===== src/fbc_pkg.sv =====
// ----------------------------------------------------------------------------
// fbc_pkg: shared types and constants for the frustum box cull block
// Register indexes, matrix layout, reset matrix and the control word that
// travels from cell to cell along the plane chain.
// ----------------------------------------------------------------------------
package fbc_pkg;

  localparam int NUM_PLANES   = 6;
  localparam int NUM_COLS     = 4;
  localparam int NUM_AXES     = 3;
  localparam int FIELD_STRIDE = 16;
  localparam int W_ROW        = 3;
  localparam int CFG_DATA_W   = 64;
  localparam int CFG_INDEX_W  = 8;

  // configuration register indexes
  typedef enum logic [CFG_INDEX_W-1:0] {
    REG_MATRIX_COL0 = 8'd0,
    REG_MATRIX_COL1 = 8'd1,
    REG_MATRIX_COL2 = 8'd2,
    REG_MATRIX_COL3 = 8'd3
  } reg_index_t;

  // identity matrix, one column per register
  localparam logic [CFG_DATA_W-1:0] RESET_COL [NUM_COLS] = '{
    64'h0000_0000_0000_0100,
    64'h0000_0000_0100_0000,
    64'h0000_0100_0000_0000,
    64'h0100_0000_0000_0000
  };

  // control word handed along the chain
  typedef struct packed {
    logic valid;
    logic visible;
  } cull_ctl_t;

endpackage


===== src/fbc_cell.sv =====
// ----------------------------------------------------------------------------
// fbc_cell: one plane test of the cull chain
// Picks the corner farthest along the plane normal, multiplies it by the
// plane coefficients, adds the offset and clears the visible flag on a
// negative distance. Two register stages, elastic handshake to both sides.
// ----------------------------------------------------------------------------
module fbc_cell #(
  parameter int COORD_WIDTH = 24,
  parameter int COEFF_WIDTH = 16
) (
  input  logic                          clk,
  input  logic                          rst,
  input  logic signed [COEFF_WIDTH:0]   coef      [fbc_pkg::NUM_COLS],
  input  fbc_pkg::cull_ctl_t            in_ctl,
  input  logic signed [COORD_WIDTH-1:0] in_lo     [fbc_pkg::NUM_AXES],
  input  logic signed [COORD_WIDTH-1:0] in_hi     [fbc_pkg::NUM_AXES],
  output logic                          in_ready,
  output fbc_pkg::cull_ctl_t            out_ctl,
  output logic signed [COORD_WIDTH-1:0] out_lo    [fbc_pkg::NUM_AXES],
  output logic signed [COORD_WIDTH-1:0] out_hi    [fbc_pkg::NUM_AXES],
  input  logic                          out_ready
);
  import fbc_pkg::*;

  localparam int PROD_W = COEFF_WIDTH + 1 + COORD_WIDTH;
  localparam int SUM_W  = PROD_W + 2;
  localparam int OFS_W  = COEFF_WIDTH + 1 + 8;

  // product stage
  cull_ctl_t                   s1_ctl;
  logic signed [PROD_W-1:0]    s1_prod [NUM_AXES];
  logic signed [COORD_WIDTH-1:0] s1_lo [NUM_AXES];
  logic signed [COORD_WIDTH-1:0] s1_hi [NUM_AXES];

  // sum stage
  cull_ctl_t                   s2_ctl;

  logic s1_free;
  logic s2_free;
  logic signed [COORD_WIDTH-1:0] corner [NUM_AXES];
  logic signed [OFS_W-1:0]       offset;
  logic signed [SUM_W-1:0]       plane_sum;

  assign s2_free  = !s2_ctl.valid || out_ready;
  assign s1_free  = !s1_ctl.valid || s2_free;
  assign in_ready = s1_free;
  assign out_ctl  = s2_ctl;

  // pick the far corner per axis
  always_comb begin
    for (int a = 0; a < NUM_AXES; a++) begin
      corner[a] = coef[a][COEFF_WIDTH] ? in_lo[a] : in_hi[a];
    end
  end

  // offset term scaled to the product format
  assign offset = {coef[W_ROW], 8'b0};

  // plane distance of the registered products
  always_comb begin
    plane_sum = SUM_W'(s1_prod[0]) + SUM_W'(s1_prod[1]) + SUM_W'(s1_prod[2])
              + SUM_W'(offset);
  end

  // advance control
  always_ff @(posedge clk) begin
    if (rst) begin
      s1_ctl <= '0;
      s2_ctl <= '0;
    end else begin
      if (s1_free) begin
        s1_ctl <= in_ctl;
      end
      if (s2_free) begin
        s2_ctl.valid   <= s1_ctl.valid;
        s2_ctl.visible <= s1_ctl.visible & ~plane_sum[SUM_W-1];
      end
    end
  end

  // advance payload
  always_ff @(posedge clk) begin
    if (s1_free) begin
      for (int a = 0; a < NUM_AXES; a++) begin
        s1_prod[a] <= PROD_W'(coef[a] * corner[a]);
        s1_lo[a]   <= in_lo[a];
        s1_hi[a]   <= in_hi[a];
      end
    end
    if (s2_free) begin
      for (int a = 0; a < NUM_AXES; a++) begin
        out_lo[a] <= s1_lo[a];
        out_hi[a] <= s1_hi[a];
      end
    end
  end

endmodule


===== config.mk =====
export PLATFORM = sky130hd
export DESIGN_NAME = fbc_cell
export DESIGN_NICKNAME = d
export VERILOG_FILES = /design/src/fbc_pkg.sv /design/src/fbc_cell.sv
export SDC_FILE = /design/constraint.sdc
export NUM_CORES = 2
export LEC_CHECK = 0
export ABC_AREA = 1
export BUFFER_PORTS_ARGS = -buffer_cell sky130_fd_sc_hd__buf_2
export CORE_ASPECT_RATIO = 0.75
export CORE_MARGIN = 1
export CORE_UTILIZATION = 55
export DETAILED_ROUTE_END_ITERATION = 16
export PLACE_DENSITY = 0.84
export REMOVE_ABC_BUFFERS = 1
export SYNTH_ARGS = -nofsm -noshare
export SYNTH_HDL_FRONTEND = slang
export SYNTH_SLANG_ARGS = --single-unit
export TNS_END_PERCENT = 50

===== constraint.sdc =====
create_clock -name clk -period 16.9 [get_ports clk]
set_input_delay 0.845 -clock clk [delete_from_list [all_inputs] [get_ports clk]]
set_output_delay 0.845 -clock clk [all_outputs]
set_load 0.005 [all_outputs]

Yosys cells after proc, flatten, opt, wreduce, memory -nomap -nowiden
Memories as Yosys holds them, arrays and structs flattened. A register that Yosys moved wholly into a read port is not among the register bits.
Index checks and enable logic that the tools add are counted.
{"block": "word_totals", "register_bits": 4, "latch_bits": 0, "ramBits": 267, "romBits": 0, "in_bits": 217, "output_inout_bits": 147, "wordCells": 24, "mem_count": 3}
{"name": "s1_prod", "words": 3, "width": 41, "read_ports": 3, "rd_ports_with_merged_regs": 0, "write_ports": 3, "line_no": "fbc_cell.sv:31", "rtl": "logic signed [PROD_W-1:0] s1_prod [NUM_AXES];"}
{"name": "s1_hi", "words": 3, "width": 24, "read_ports": 3, "rd_ports_with_merged_regs": 3, "write_ports": 3, "line_no": "fbc_cell.sv:33", "rtl": "logic signed [COORD_WIDTH-1:0] s1_hi [NUM_AXES];"}
{"name": "s1_lo", "words": 3, "width": 24, "read_ports": 3, "rd_ports_with_merged_regs": 3, "write_ports": 3, "line_no": "fbc_cell.sv:32", "rtl": "logic signed [COORD_WIDTH-1:0] s1_lo [NUM_AXES];"}
{"block": "classes", "n_addsub": 3, "n_mul": 3, "div_mod_pow": 0, "n_lt_le_gt_ge": 0, "eq_ne": 0, "shift": 0, "muxes": 5, "n_bitwise": 2, "n_reduce_logical": 4}
{"cell": "$mul A17 B24 Y41", "count": 3}
{"cell": "$mux W24", "count": 3}
{"cell": "$add A42 B41 Y43", "count": 1}
{"cell": "$add A43 B25 Y43", "count": 1}
{"cell": "$add A41 B41 Y42", "count": 1}
{"cell": "$logic_not A1 Y1", "count": 2}
{"cell": "$logic_or A1 B1 Y1", "count": 2}
{"cell": "$mux W1", "count": 2}
{"cell": "$and A1 B1 Y1", "count": 1}
{"cell": "$not A1 Y1", "count": 1}

Logic depth before layout (Yosys ltp)
An unclocked memory read counts as a cell.
{"block": "logic_depth", "word_depth": 6, "depth_mapped": 32, "mapped_depth_nobuf": 28}

Worst setup path before layout
OpenSTA, ideal clock, no wires.
{"block": "synth_timing", "kind": "input-to-reg", "startpoint": "in out_ready", "endpoint": "mem s1_hi[0][0], enable pin", "setup_time_ps": 2053, "arrival_ps": 5517, "t_required_ps": 14847, "setup_slack_ps": 9331, "path_stages": 2, "path_buffers": 0, "cell_sequence": "nor2_1 nand2_1"}
{"element": "start: declaration", "line_no": "fbc_cell.sv:21", "rtl": "input logic out_ready"}
{"element": "end: declaration", "line_no": "fbc_cell.sv:33"}

==> results.md <==
Logic synthesis:
- The portion of the post-synthesis area used by sequential elements is 20.7%.
- The Yosys step of the flow raised 0 warnings.
- Among all flip-flop cells after synthesis, the most frequent one is edfxtp_1.
- inv_1 is the most common cell in the netlist.
- The area of the mapped netlist is between 50000 and 60000 um2.
- Counting distinct cell types in the post-synthesis netlist gives 47.
- After synthesis, the cell types taking the most area are fa_1 43%, edfxtp_1 21%, inv_1 9.4%.
- The post-synthesis cell count is roughly 6200.
- The fraction of registers with async set/reset is 0%.
- The mean instance size in the synthesized netlist is 9.63 um2.
- The leading area contributor after synthesis is fa_1.
- The number of synthesized flops with an enable pin is 411.
- Ranked by instance count, the synthesized netlist is headed by 1494 x inv_1, 1277 x fa_1, 986 x nand2_1.
- Counting flops and latches in the post-synthesis netlist gives 415.
- The area share of the largest cell type after synthesis is 42.7%.

Clocking:
- Once the clock tree was built, the setup fixing pass inserted 0 buffers.
- The maximum count of clock buffers along a single path is 3.
- The CTS tree is yes.
- Clock-pin slew was measured on the worst setup and hold paths at 0.07 ns.
- The TritonCTS buffer count is 45.
- The clock root buffer is clkbuf_16.
- The H-tree depth is 2.
- The later pin in the worst-skew pair is clocked with a latency of ~0.63 ns.
- After clock tree synthesis, the flow added hold-fix buffers numbering 0.
- In this run, post-CTS repair resized a total of 0 instances.
- Counting every sink on the clock net gives 415.

Critical path:
- In this run the worst setup path terminates at s1_prod[0][120].
- The category of the worst setup path launch point is an input pin.
- The arrival time of the worst setup path is 8.13 ns.
- For the worst setup path, the data required time is approximately 17 ns.
- Across all register-to-register paths, the minimum setup slack is 13.59 ns.
- In this run the critical register-to-register path is launched from s1_prod[0][40].
- The kind of end point of the critical path is a flip-flop.
- The setup path with the least slack is of type in -> reg.
- The maximum fanout along the worst path is 30.
- In this run the worst setup path begins at coef[33].
- The depth of the worst register-to-register path is 14.
- In this run the critical register-to-register path is captured at out_ctl[0].

Floorplanning:
- The floorplan row count is 104.
- The area enclosed by the die boundary is between 100000 and 150000 um2.
- For this configuration, the core starts out at a cell density of between 50% and 60%.
- During I/O placement, the number of pins put on the boundary was 364.
- Measured along the y axis, the die boundary spans 288 um.
- The core area is 108000 um2.
- The overall die width is between 300 and 400 um.

Routing:
- The via count is 43700.
- The remaining number of nets flagged by the antenna check after routing is 0.
- After detailed routing, the average wire length per cell comes to 20.7 um.
- The first detailed-routing pass took 14 iterations.
- The vias per cell is 5.50.
- For this block, the initial DRC count from the detailed router was approximately 4700.
- The total routed wirelength is 165000 um.
- The remaining design rule violation count is 18.

Global route:
- The maximum number of pins on one net before global-route repair is 76.
- The overall global routing resource usage is 30.7%.
- The wire length of the first global-routing pass is 258000 um.
- The global-route congestion overflow total is 0.
- The number of antenna violations at the first check in global routing is 8.
- The number of global-route vias before repair is 46500.

STA:
- Setup repair after global routing left no endpoint under its margin.
- The slew of the pin with the lowest slew margin is 0.991 ns.
- The sum of negative setup slack is 0 ns.
- Timing would allow up to 129 MHz.
- The ratio of final minimum period to clock period is 45.9%.
- The hold violation total from the final report is 0.
- The worst clock skew is 0.0332 ns.
- The worst max-slew margin expressed relative to the limit is between 30 and 40%.
- The count of endpoints failing setup in the final report is 0.
- Subtracting the final worst setup slack from the clock period gives between 7 and 8 ns.
- The max-slew violation total from the final report was 0.

Hold path:
- The number of cells on the worst hold path is 0.
- The worst hold-check path type is reg -> reg.

Outcome:
- The flow ran to the end, but the final reports show violations.
- The checks that failed: DRC.

Cells and area:
- The filler cells instantiated in the layout total 8785.
- The final layout contains approximately 8300 nets.
- After routing the design area is 64400 um2.
- The share of cells above drive strength 1 is 8.74%.
- Relative to the synthesized area, the layout overhead comes to 7.43%.

Placed design:
- The global placement routability congestion is 1.02.
- During placement, the flow inserted port buffers numbering 363.
- The wire-length estimate of the detail-placed layout is between 100000 and 150000 um.
- In this run the cell area measured after placement is approximately 63000 um2.

Flow run:
- The count of max-cap constraint violations is 0.
## metrics by stage
stage	std cells	hold slack [ns]	worst slack (ns)	util (%)
floorplan	6051	0.400	9.33	-
global placement	7854	0.400	8.89	58.4
detailed placement	7854	0.405	8.67	58.4
CTS	7938	0.379	9.31	59.8
global route	7938	0.392	8.78	59.8
finish	7939	0.385	9.14	59.8
## registers in the layout (all words and copies together), names as in the netlist
name	count
out_ctl	2
out_hi	72
out_lo	72
s1_ctl	2
s1_hi	72
s1_lo	72
s1_prod	123
## worst max-delay path, cell delays in order
cell	delay [ns]
buf_2	0.24
inv_1	0.10
buf_4	0.35
nor2_1	0.08
nor2_1	0.44
inv_1	0.36
nor2_1	0.35
fa_1	0.58
fa_1	0.91
inv_1	0.14
fa_1	0.50
fa_1	0.56
fa_1	0.43
fa_1	0.49
inv_1	0.04
ha_1	0.39
a21oi_1	0.27
nor2_1	0.07
nor2_1	0.16
o21ai_0	0.14
a21oi_1	0.34
nand3_1	0.16
xor2_1	0.17
## cell families (layout without fill, tap and decap cells)
logic type / count (synthesis) / after routing / share of synthesized area (%)
AOI/OAI and AO/OA: 338 / 338 / 3.32
xor gates and xnor gates: 132 / 132 / 1.93
adders and majority gates: 1620 / 1620 / 49.8
buffers and inverters: 1699 / 1983 / 10.8
DFF: 415 / 415 / 20.7
other: 0 / 1 / 0
and+or+nand+nor: 2019 / 2019 / 13.4
## how the worst min path moves through the flow
| stage | start | to | slack (ns) |
|---|---|---|---|
| 3_3_place_gp | s1_hi[0][45] | out_hi[45] | 0.40 |
| 2_1_floorplan | s1_hi[0][48] | out_hi[0] | 0.40 |
| 3_5_place_dp | s1_hi[0][30] | out_hi[30] | 0.40 |
| 5_1_grt | in_hi[20] | s1_hi[0][68] | 0.39 |
| 6_report | s1_hi[0][14] | out_hi[62] | 0.39 |
| 4_1_cts | in_hi[35] | s1_hi[0][35] | 0.38 |
## metal layers
metal | vias up | global-route usage [%] | part of all wire [%]
met2 | 2645 | 44.2 | 42
met4 | 6 | 6.85 | 2.5
met1 | 21800 | 43.3 | 40
met3 | 327 | 12.8 | 15
li1 | 18900 | - | -
met5 | - | 0 | 0.030
## layout by cell type (no fill, tap or decap), drive strengths merged
cell type / instances
fa: 1277
dfxtp: 4
nor4: 3
a21o: 21
buf: 372
a21oi: 158
ha: 343
diode: 1
and3: 3
xor2: 84
bufinv: 4
o21bai: 15
nand3b: 1
xnor2: 48
inv: 1512
a21boi: 5
clkbuf: 50
o211ai: 5
clkinvlp: 4
a31oi: 25
a41oi: 1
nand2: 997
o21a: 9
nand3: 78
nor3: 26
nor2: 835
a211oi: 1
clkinv: 41
nand4: 11
or2: 65
o21ai: 98
edfxtp: 411
## layout make-up
cell class              count  area [um2]  area share (%)
multi-input cells        4109       41000            63.7
flip-flops and latches    415       12400            19.3
inverters                1527        5740            8.91
repair buffers            372        1900            2.95
well taps                1431        1790            2.78
clock buffers              50        1190            1.84
clock inverters            34         322           0.499
diodes                      1        2.50         0.00389
Power is left out: the tool's default activity adds up to more than one toggle a clock period on the data nets, which glitch-free logic cannot reach.
